[config.mk]
export PLATFORM = sky130hd
export DESIGN_NAME = checked_integer_power
export DESIGN_NICKNAME = d
export VERILOG_FILES = /design/src/design/cip_pkg.sv /design/src/design/cip_mul.sv /design/src/design/checked_integer_power.sv
export SDC_FILE = /design/constraint.sdc
export NUM_CORES = 2
export LEC_CHECK = 0
export BUFFER_PORTS_ARGS = -buffer_cell sky130_fd_sc_hd__buf_4
export CAP_MARGIN = 0
export CORE_MARGIN = 10
export CORE_UTILIZATION = 45
export CTS_BUF_LIST = sky130_fd_sc_hd__clkbuf_16
export CTS_CLUSTER_DIAMETER = 60
export DETAILED_ROUTE_END_ITERATION = 7
export PLACE_DENSITY = 0.72
export SLEW_MARGIN = 10
export SYNTH_ARGS = -nofsm -noshare
export SYNTH_HDL_FRONTEND = slang
export SYNTH_SLANG_ARGS = --single-unit
[constraint.sdc]
create_clock -name clock -period 14.9 [get_ports clock]
set_input_delay 0.745 -clock clock [delete_from_list [all_inputs] [get_ports clock]]
set_output_delay 0.745 -clock clock [all_outputs]
set_load 0.02 [all_outputs]
[src/design/cip_pkg.sv]
// ----------------------------------------------------------------------------
// cip_pkg
// Shared types, codes and helpers for the checked integer power block.
// ----------------------------------------------------------------------------
package cip_pkg;

   localparam int unsigned DATA_BITS = 64;
   localparam int unsigned PROD_BITS = 2 * DATA_BITS;
   localparam int unsigned HALF_BITS = DATA_BITS / 2;

   // arithmetic mode codes
   localparam logic OP_UNSIGNED = 1'b0;
   localparam logic OP_SIGNED   = 1'b1;

   // request into the shared checked multiplier
   typedef struct packed {
      logic                 start;
      logic                 sgn;
      logic [DATA_BITS-1:0] a;
      logic [DATA_BITS-1:0] b;
   } mul_req_type;

   // response from the shared checked multiplier
   typedef struct packed {
      logic                 done;
      logic                 ovf;
      logic [DATA_BITS-1:0] prod;
   } mul_rsp_type;

   // sign-extend a word-wide pattern held in a 64-bit container
   function automatic logic [DATA_BITS-1:0] sext_word(
      input logic [DATA_BITS-1:0] v,
      input logic [DATA_BITS-1:0] wmask,
      input logic [DATA_BITS-1:0] wsign
   );
      logic [DATA_BITS-1:0] m;
      m = v & wmask;
      return ((m & wsign) != '0) ? (m | ~wmask) : m;
   endfunction

endpackage

[src/design/cip_mul.sv]
// ----------------------------------------------------------------------------
// cip_mul
// Shared checked multiplier: sign/magnitude split, four 32x32 partial
// products accumulated over cycles, then a range check for the mode.
// ----------------------------------------------------------------------------
module cip_mul #(
   parameter int unsigned WORD_BITS = 64
) (
   input  logic                 clock,
   input  logic                 reset,
   input  cip_pkg::mul_req_type req,
   output cip_pkg::mul_rsp_type rsp
);

   localparam logic [cip_pkg::DATA_BITS-1:0] WMASK =
      {cip_pkg::DATA_BITS{1'b1}} >> (cip_pkg::DATA_BITS - WORD_BITS);
   localparam logic [cip_pkg::DATA_BITS-1:0] WSIGN =
      cip_pkg::DATA_BITS'(1) << (WORD_BITS - 1);
   localparam logic [2:0] STEP_LAST = 3'd4;

   typedef enum logic [1:0] {M_IDLE, M_RUN, M_CHECK} mstate_type;

   mstate_type                       state_ff;
   logic [2:0]                       step_ff;
   logic [1:0]                       sel_ff;
   logic                             sgn_ff;
   logic                             neg_ff;
   logic [cip_pkg::DATA_BITS-1:0]    ma_ff;
   logic [cip_pkg::DATA_BITS-1:0]    mb_ff;
   logic [cip_pkg::DATA_BITS-1:0]    pp_ff;
   logic [cip_pkg::PROD_BITS-1:0]    acc_ff;
   logic                             done_ff;
   logic                             ovf_ff;
   logic [cip_pkg::DATA_BITS-1:0]    prod_ff;

   logic                             na, nb;
   logic [cip_pkg::DATA_BITS-1:0]    ma_in, mb_in;
   logic [cip_pkg::HALF_BITS-1:0]    a_half, b_half;
   logic [cip_pkg::PROD_BITS-1:0]    pp_shifted;
   logic [cip_pkg::DATA_BITS-1:0]    lo, limit, mag_signed, prod_in;
   logic                             ovf_in;

   // magnitudes of the operands
   always_comb begin
      na    = req.sgn & req.a[cip_pkg::DATA_BITS-1];
      nb    = req.sgn & req.b[cip_pkg::DATA_BITS-1];
      ma_in = na ? ('0 - req.a) : req.a;
      mb_in = nb ? ('0 - req.b) : req.b;
   end

   // partial product operand select: step bit 1 picks the half of a, bit 0 of b
   assign a_half = step_ff[1] ? ma_ff[cip_pkg::DATA_BITS-1:cip_pkg::HALF_BITS]
                              : ma_ff[cip_pkg::HALF_BITS-1:0];
   assign b_half = step_ff[0] ? mb_ff[cip_pkg::DATA_BITS-1:cip_pkg::HALF_BITS]
                              : mb_ff[cip_pkg::HALF_BITS-1:0];

   always_comb begin
      case (sel_ff) inside
         2'd0:       pp_shifted = {{cip_pkg::DATA_BITS{1'b0}}, pp_ff};
         2'd1, 2'd2: pp_shifted = {{cip_pkg::HALF_BITS{1'b0}}, pp_ff,
                                   {cip_pkg::HALF_BITS{1'b0}}};
         default:    pp_shifted = {pp_ff, {cip_pkg::DATA_BITS{1'b0}}};
      endcase
   end

   // range check and signed result
   always_comb begin
      lo         = acc_ff[cip_pkg::DATA_BITS-1:0];
      limit      = sgn_ff ? (neg_ff ? WSIGN : (WSIGN - 1'b1)) : WMASK;
      ovf_in     = (acc_ff[cip_pkg::PROD_BITS-1:cip_pkg::DATA_BITS] != '0) || (lo > limit);
      mag_signed = neg_ff ? ('0 - lo) : lo;
      prod_in    = sgn_ff ? cip_pkg::sext_word(mag_signed, WMASK, WSIGN) : lo;
   end

   always_ff @(posedge clock) begin
      if (reset) begin
         state_ff <= M_IDLE;
         step_ff  <= '0;
         done_ff  <= 1'b0;
      end else begin
         done_ff <= 1'b0;
         unique case (state_ff)
            M_IDLE: begin
               if (req.start) begin
                  sgn_ff   <= req.sgn;
                  neg_ff   <= na ^ nb;
                  ma_ff    <= ma_in;
                  mb_ff    <= mb_in;
                  acc_ff   <= '0;
                  step_ff  <= '0;
                  state_ff <= M_RUN;
               end
            end
            M_RUN: begin
               if (!step_ff[2]) begin
                  pp_ff  <= a_half * b_half;
                  sel_ff <= step_ff[1:0];
               end
               if (step_ff != '0) begin
                  acc_ff <= acc_ff + pp_shifted;
               end
               step_ff <= step_ff + 3'd1;
               if (step_ff == STEP_LAST) begin
                  state_ff <= M_CHECK;
               end
            end
            M_CHECK: begin
               done_ff  <= 1'b1;
               ovf_ff   <= ovf_in;
               prod_ff  <= prod_in;
               state_ff <= M_IDLE;
            end
            default: state_ff <= M_IDLE;
         endcase
      end
   end

   assign rsp.done = done_ff;
   assign rsp.ovf  = ovf_ff;
   assign rsp.prod = prod_ff;

endmodule

[src/design/checked_integer_power.sv]
// ----------------------------------------------------------------------------
// checked_integer_power - overflow-checked base^exponent, square-and-multiply
// Each set exponent bit costs a checked multiply acc * cur, and each bit below
//   the highest set one a squaring cur * cur, all on the one shared multiplier
//   that forms each checked 64x64 multiply from four 32x32 partial products.
// Throughput: one transaction at a time; req_tready is high only when idle.
// Reset: synchronous, active high; clears the sequencer and rsp_tvalid.
// ----------------------------------------------------------------------------
module checked_integer_power #(
   parameter int unsigned WORD_BITS = 64
) (
   input  logic         clock,
   input  logic         reset,
   // request channel
   input  logic         req_tvalid,
   output logic         req_tready,
   input  logic [127:0] req_tdata,   // [63:0] base_bits, [127:64] exponent
   input  logic         req_tuser,   // [0] op (0 unsigned, 1 signed)
   // response channel
   output logic         rsp_tvalid,
   input  logic         rsp_tready,
   output logic [63:0]  rsp_tdata,   // [63:0] power_bits
   output logic         rsp_tuser    // [0] overflow
);

   localparam logic [cip_pkg::DATA_BITS-1:0] WMASK =
      {cip_pkg::DATA_BITS{1'b1}} >> (cip_pkg::DATA_BITS - WORD_BITS);
   localparam logic [cip_pkg::DATA_BITS-1:0] WSIGN =
      cip_pkg::DATA_BITS'(1) << (WORD_BITS - 1);

   // S_STEP   look at the current exponent bit
   // S_ACC    wait for acc * cur
   // S_SHIFT  drop the exponent bit, square if bits remain
   // S_SQ     wait for cur * cur
   // S_FINISH hand the result to the output register
   typedef enum logic [2:0] {S_IDLE, S_STEP, S_ACC, S_SHIFT, S_SQ, S_FINISH} state_type;

   state_type                      state_ff;
   logic                           sgn_ff;
   logic                           ovf_ff;
   logic [cip_pkg::DATA_BITS-1:0]  e_ff;
   logic [cip_pkg::DATA_BITS-1:0]  cur_ff;
   logic [cip_pkg::DATA_BITS-1:0]  acc_ff;
   cip_pkg::mul_req_type           mul_req_ff;
   cip_pkg::mul_rsp_type           mul_rsp;
   logic                           rsp_valid_ff;
   logic [cip_pkg::DATA_BITS-1:0]  rsp_data_ff;
   logic                           rsp_ovf_ff;

   logic                           req_sgn;
   logic [cip_pkg::DATA_BITS-1:0]  base_in;
   logic [cip_pkg::DATA_BITS-1:0]  e_shift;
   logic                           mul_issue;

   // read the base per mode: sign-extend or mask to the word
   assign req_sgn = (req_tuser == cip_pkg::OP_SIGNED);
   assign base_in = req_sgn ? cip_pkg::sext_word(req_tdata[63:0], WMASK, WSIGN)
                            : (req_tdata[63:0] & WMASK);
   assign e_shift = e_ff >> 1;

   // pulse the shared multiplier for acc * cur or for cur * cur
   assign mul_issue = ((state_ff == S_STEP) && (e_ff != '0) && e_ff[0]) ||
                      ((state_ff == S_SHIFT) && (e_shift != '0));

   assign req_tready = (state_ff == S_IDLE);

   cip_mul #(
      .WORD_BITS (WORD_BITS)
   ) u_mul (
      .clock (clock),
      .reset (reset),
      .req   (mul_req_ff),
      .rsp   (mul_rsp)
   );

   always_ff @(posedge clock) begin
      if (reset) begin
         state_ff         <= S_IDLE;
         mul_req_ff.start <= 1'b0;
         rsp_valid_ff     <= 1'b0;
      end else begin
         mul_req_ff.start <= mul_issue;
         // drop the response once it has been taken; the finish step
         // reloads the output register on its own
         if (rsp_tready && (state_ff != S_FINISH)) begin
            rsp_valid_ff <= 1'b0;
         end
         unique case (state_ff)
            S_IDLE: begin
               if (req_tvalid) begin
                  sgn_ff   <= req_sgn;
                  cur_ff   <= base_in;
                  e_ff     <= req_tdata[127:64];
                  acc_ff   <= cip_pkg::DATA_BITS'(1);
                  ovf_ff   <= 1'b0;
                  state_ff <= S_STEP;
               end
            end
            S_STEP: begin
               if (e_ff == '0) begin
                  state_ff <= S_FINISH;
               end else if (e_ff[0]) begin
                  // multiply the running result by the running square
                  mul_req_ff.sgn   <= sgn_ff;
                  mul_req_ff.a     <= acc_ff;
                  mul_req_ff.b     <= cur_ff;
                  state_ff         <= S_ACC;
               end else begin
                  state_ff <= S_SHIFT;
               end
            end
            S_ACC: begin
               if (mul_rsp.done) begin
                  if (mul_rsp.ovf) begin
                     ovf_ff   <= 1'b1;
                     state_ff <= S_FINISH;
                  end else begin
                     acc_ff   <= mul_rsp.prod;
                     state_ff <= S_SHIFT;
                  end
               end
            end
            S_SHIFT: begin
               e_ff <= e_shift;
               if (e_shift != '0) begin
                  // square only while higher exponent bits remain
                  mul_req_ff.sgn   <= sgn_ff;
                  mul_req_ff.a     <= cur_ff;
                  mul_req_ff.b     <= cur_ff;
                  state_ff         <= S_SQ;
               end else begin
                  state_ff <= S_FINISH;
               end
            end
            S_SQ: begin
               if (mul_rsp.done) begin
                  if (mul_rsp.ovf) begin
                     ovf_ff   <= 1'b1;
                     state_ff <= S_FINISH;
                  end else begin
                     cur_ff   <= mul_rsp.prod;
                     state_ff <= S_STEP;
                  end
               end
            end
            S_FINISH: begin
               // hold until the output register is free
               if (!rsp_valid_ff || rsp_tready) begin
                  rsp_valid_ff <= 1'b1;
                  rsp_data_ff  <= ovf_ff ? '0 : (acc_ff & WMASK);
                  rsp_ovf_ff   <= ovf_ff;
                  state_ff     <= S_IDLE;
               end
            end
            default: state_ff <= S_IDLE;
         endcase
      end
   end

   assign rsp_tvalid = rsp_valid_ff;
   assign rsp_tdata  = rsp_data_ff;
   assign rsp_tuser  = rsp_ovf_ff;

endmodule

== Yosys cells after proc, flatten, opt, wreduce, memory -nomap -nowiden ==
Cells that the tools add are included.
Operators by class
  add/sub/neg operators: 5
  $mul: 1
  divide/modulo/power cells: 0
  $lt $le $gt $ge: 1
  equal/unequal tests: 25
  shift operators: 0
  multiplexer cells: 48
  bitwise logic cells: 5
  reductions and logical operators: 38
Operator list (count)
  64-bit 2-to-1 mux: 11
  128-bit 2-to-1 mux: 4
  129-bit 2-to-1 mux: 3
  64-bit one-hot mux with 2 select lines: 3
  129-bit one-hot mux with 2 select lines: 1
  128-bit one-hot mux with 2 select lines: 1
  64-bit nonzero test: 3
  1-bit by 64-bit subtractor with 64-bit output (first input constant): 3
  128-bit adder: 1
  64-bit greater-than comparator: 1
  64-bit logical NOT: 1
  32-bit by 32-bit multiplier with 64-bit output: 1
  32-bit 2-to-1 mux: 2
  3-bit 2-to-1 mux: 8
  5-bit AND reduction: 4
  3-bit one-hot mux with 6 select lines: 1
  3-bit AND reduction: 5
  2-bit by 1-bit inequality test with 1-bit output (second input constant): 7
  2-bit inequality test (second input constant): 7
  2-bit nonzero test: 6
  3-bit == test (second input constant): 3
  1-bit 2-to-1 mux: 9
  4-bit AND reduction: 2
  3-bit by 2-bit == test with 1-bit output (second input constant): 2
  other kinds (20): 34
Word-level totals
  register bits after elaboration: 788
  latch bits: 0
  RAM bits: 0
  memory bits (read-only): 0
  input port bits: 133
  output and inout port bits: 67
  logic and storage cells: 148
  memories kept: 0

== Longest topological paths before layout ==
  word-level depth: 7
  gate-level depth with buffers: 35

== Cells and area by module ==
A second synthesis with hierarchy kept.
Unflattened totals
  cells, all modules: 7523
  area, all modules: 76313.2 µm²
Modules (own cells, without submodules)
  cip_mul: times used 1, cells each 6691, area an instance 60934.7 µm², seq. area each 11801.3 µm²
  checked_integer_power: times used 1, cells each 832, area an instance 15378.5 µm², seq. area each 11751.3 µm²

== Least setup slack after synthesis ==
Ideal clock, no wire load.
  kind: input to register
  from: input reset
  to: register u_mul.ma_ff[0] (netlist name), enable pin
  library setup time: 0.986 ns
  data arrival time: 14.305 ns
  required time: 13.913 ns
  setup slack: -0.392 ns
  stages on the path: 2
  cell sequence: clkbuf_1 > nor4b_1
Between the ends
  word-level cells in the longest chain between the ends: 2
RTL lines
  from (decl): RTL line checked_integer_power.sv:13  | input logic reset,
  1-bit NOT (no source line)
  3-bit AND reduction (no source line)
  to (signal assigned): RTL line cip_mul.sv:87  | ma_ff <= ma_in;
  to (decl): RTL line cip_mul.sv:28  | logic [cip_pkg::DATA_BITS-1:0] ma_ff;
Every way passes these cells.
A chain may end at the register's enable or synchronous reset.

== Final worst setup path ==
  from: register u_mul.step_ff[0]
  to: register u_mul.pp_ff[63] (netlist name) (data pin)
Between the ends
  word-level cells in the longest chain between the ends: 2
RTL lines
  from (decl): RTL line cip_mul.sv:24  | logic [2:0] step_ff;
  from (signal assigned): RTL line cip_mul.sv:102  | step_ff <= step_ff + 3'd1;
  32-bit 2-to-1 mux: RTL line cip_mul.sv:54  | assign b_half = step_ff[0] ? mb_ff[cip_pkg::DATA_BITS-1:cip_pkg::HALF_BITS]
  32-bit by 32-bit multiplier with 64-bit output: RTL line cip_mul.sv:96  | pp_ff <= a_half * b_half;
  to (signal assigned): RTL line cip_mul.sv:96
  to (decl): RTL line cip_mul.sv:30  | logic [cip_pkg::DATA_BITS-1:0] pp_ff;
Every way passes these cells.

==> results_dict.tcl <==
set metrics [dict create \
    yosysWarningCount 0 \
    critical_path_class "reg -> reg" \
    area_growth_pct 9.320 \
    grt_pass1_vias 59005 \
    cts.sinks 788 \
    layout-drive-gt1-share_pct 10.54 \
    start_util_pct 45.35 \
    clkTransAtPathRegs_ns 0.06 \
    finalSetupTns_ns 0 \
    clockBufferDepth 3 \
    hp-class "in -> reg" \
    synth_area_per_cell_sq_um 10.14 \
    endpoint_kind "flip-flop" \
    clock_latency_ns 0.74 \
    synth_area_sq_um 75920 \
    setup_viol 0 \
    regArea_sq_um 23560 \
    cp_data_arrival_time_ns 11.00 \
    rsz0062_at_grt "no" \
    grt_usage_pct 27.44 \
    finClkSkew_ns 0.09604 \
    status "finished, final reports clean" \
    yosys.area.top_type "edfxtp_1" \
    cts_root_buffer "clkbuf_16" \
    antenna_found_initial 21 \
    instances_no_fill 9810 \
    tightest_slew_ns 1.402 \
    path_buf_inv 6 \
    num_vias 58069 \
    io_pins 200 \
    crit_slowest_cell "mux2i_2" \
    drv_slew 0 \
    fp-row-count 150 \
    async_flop_share_pct 0 \
    grt_pass1_wl_microns 382000 \
    finalHoldViolCount 0 \
    postSynthCellCount 7485 \
    max_cap_violations 0 \
    synth.distinct_cells 83 \
    dp_cells 9629 \
    cp_max_fo 36 \
    grt_max_degree 100 \
    ys_seq_area_share_pct 31.02 \
    chipWidth_microns 430.7 \
    crit_family "adder cells" \
    crit_path_frequent_cell "fa_1" \
    clock.fmax_ghz 0.09424 \
    cts_setup_buffers 0 \
    synth_top_area_share_pct 30.73 \
    cts-buffers-inserted 94 \
    die-area_sq_um 185500 \
    dp_hpwl_microns 202700 \
    routedWlPerCell_microns 26.33 \
    cts_resized 0 \
    portBuffers 199 \
    yosys-top-cells-area "edfxtp_1, fa_1, ha_1" \
    hold_buffers 0 \
    fp.dieH_microns 430.7 \
    htreeDepth 3 \
    slowest_delay_ns 0.73 \
    viasPerCell 5.919 \
    maxSlewHeadroom_pct 3.879 \
    overflow 0 \
    antenna_left 0 \
    required_ns 15.29 \
    ys.flop_type "edfxtp_1" \
    synth_edf_count 777 \
    period_share_pct 71.21 \
    fin_nets 9011 \
    final.fill_count 15185 \
    period_needed_ns 10.61 \
    drc 0 \
    synth_nets 8975 \
    finalWirelength_microns 258300 \
    gp_congestion 1.002 \
    start_kind "flip-flop" \
    drt_iter0_drc 6423 \
    synth_seq_cells 788 \
    coreArea_sq_um 167400 \
    drtPass1Iterations 8 \
    multi_input_area_sq_um 47740 \
    cts_tree "built" \
]
==> final timing paths <==
path	to	slack (ns)	cells after the start	startpoint
setup / recovery	u_mul.pp_ff[63]	4.29	29	u_mul.step_ff[0]
hold / removal	sgn_ff	0.19	1	req_tuser
setup reg to reg	u_mul.pp_ff[63]	4.29	29	u_mul.step_ff[0]
hold reg to reg	mul_req_ff[50]	0.41	0	cur_ff[50]
==> area by class of cell <==
class | instances | share of cell area (%)
Clock buffer | 94 | 2.834
Antenna cell | 9 | 0.02714
Timing Repair Buffer | 297 | 2.686
Inverter | 947 | 4.283
Clock inverter | 78 | 0.9362
Multi-Input combinational cell | 5393 | 57.52
Tap cell | 2204 | 3.323
Sequential cell | 788 | 28.39
==> metal layers <==
layer	vias up	global-route usage [%]	share of wire (%)
met5	-	0	0.0050
li1	24978	-	-
met3	788	5.887	11
met4	2	16.69	7.1
met1	28985	35.28	37
met2	3316	42.40	45
==> cells by family (layout without fill, tap and decap cells) <==
kind of cell             count (synthesis)  count (layout)  share of synthesized area, %
multiplexers                           351             351                         5.046
XOR/XNOR                               362             362                         4.176
flip-flops                             788             788                         31.02
AND/OR/NAND/NOR                       2320            2320                         13.71
AO/OA/AOI/OAI                         1002            1002                         8.341
adder cells (fa/ha/maj)               1358            1358                         31.25
buffers and inverters                 1304            1416                         6.457
other                                    0               9                             0
==> metrics by stage <==
| stage | instance area [sq um] | setup WS (ns) | hold WS, ns | util (%) |
|---|---|---|---|---|
| floorplan | 75930 | 0.8227 | 0.4003 | - |
| global placement | 79840 | 4.795 | 0.4264 | 47.69 |
| detailed placement | 79840 | 4.656 | 0.4325 | 47.69 |
| CTS | 82970 | 4.520 | 0.1501 | 49.56 |
| global route | 82990 | 3.962 | 0.1609 | 49.57 |
| finish | 83000 | 4.289 | 0.1890 | 49.58 |
==> synth_stat cells, drive strengths merged (116+ instances only) <==
cell	n
fa	897
clkbuf	338
o21ai	208
edfxtp	777
ha	460
mux2	254
a21o	116
xor2	141
nand2	663
nor2	963
inv	947
xnor2	221
a21oi	347
and2	151
==> sequential cells by signal (all words and copies together), names as in the netlist <==
register        flops
mul_req_ff        130
u_mul.state_ff      2
u_mul.ovf_ff        1
ovf_ff              1
rsp_tvalid          1
u_mul.ma_ff        64
sgn_ff              1
u_mul.step_ff       3
e_ff               64
u_mul.sgn_ff        1
u_mul.acc_ff      128
rsp_tuser           1
u_mul.done_ff       1
cur_ff             64
state_ff            3
u_mul.prod_ff      64
acc_ff             64
u_mul.pp_ff        64
u_mul.neg_ff        1
u_mul.mb_ff        64
rsp_tdata          64
u_mul.sel_ff        2
==> placed cells by master, fill, tap and decap left out, types with 116 or more instances in the layout <==
cell type and count:
nor2_1 961, inv_1 960, fa_1 897, edfxtp_1 777, nand2_1 662, ha_1 459, a21oi_1 345, buf_4 297
mux2_2 253, xnor2_1 221, o21ai_0 197, and2_1 150, xor2_1 141, a21o_1 116
Power is not shown: default switching activity piles up to over one toggle a cycle in this logic, so the estimate is an artifact.
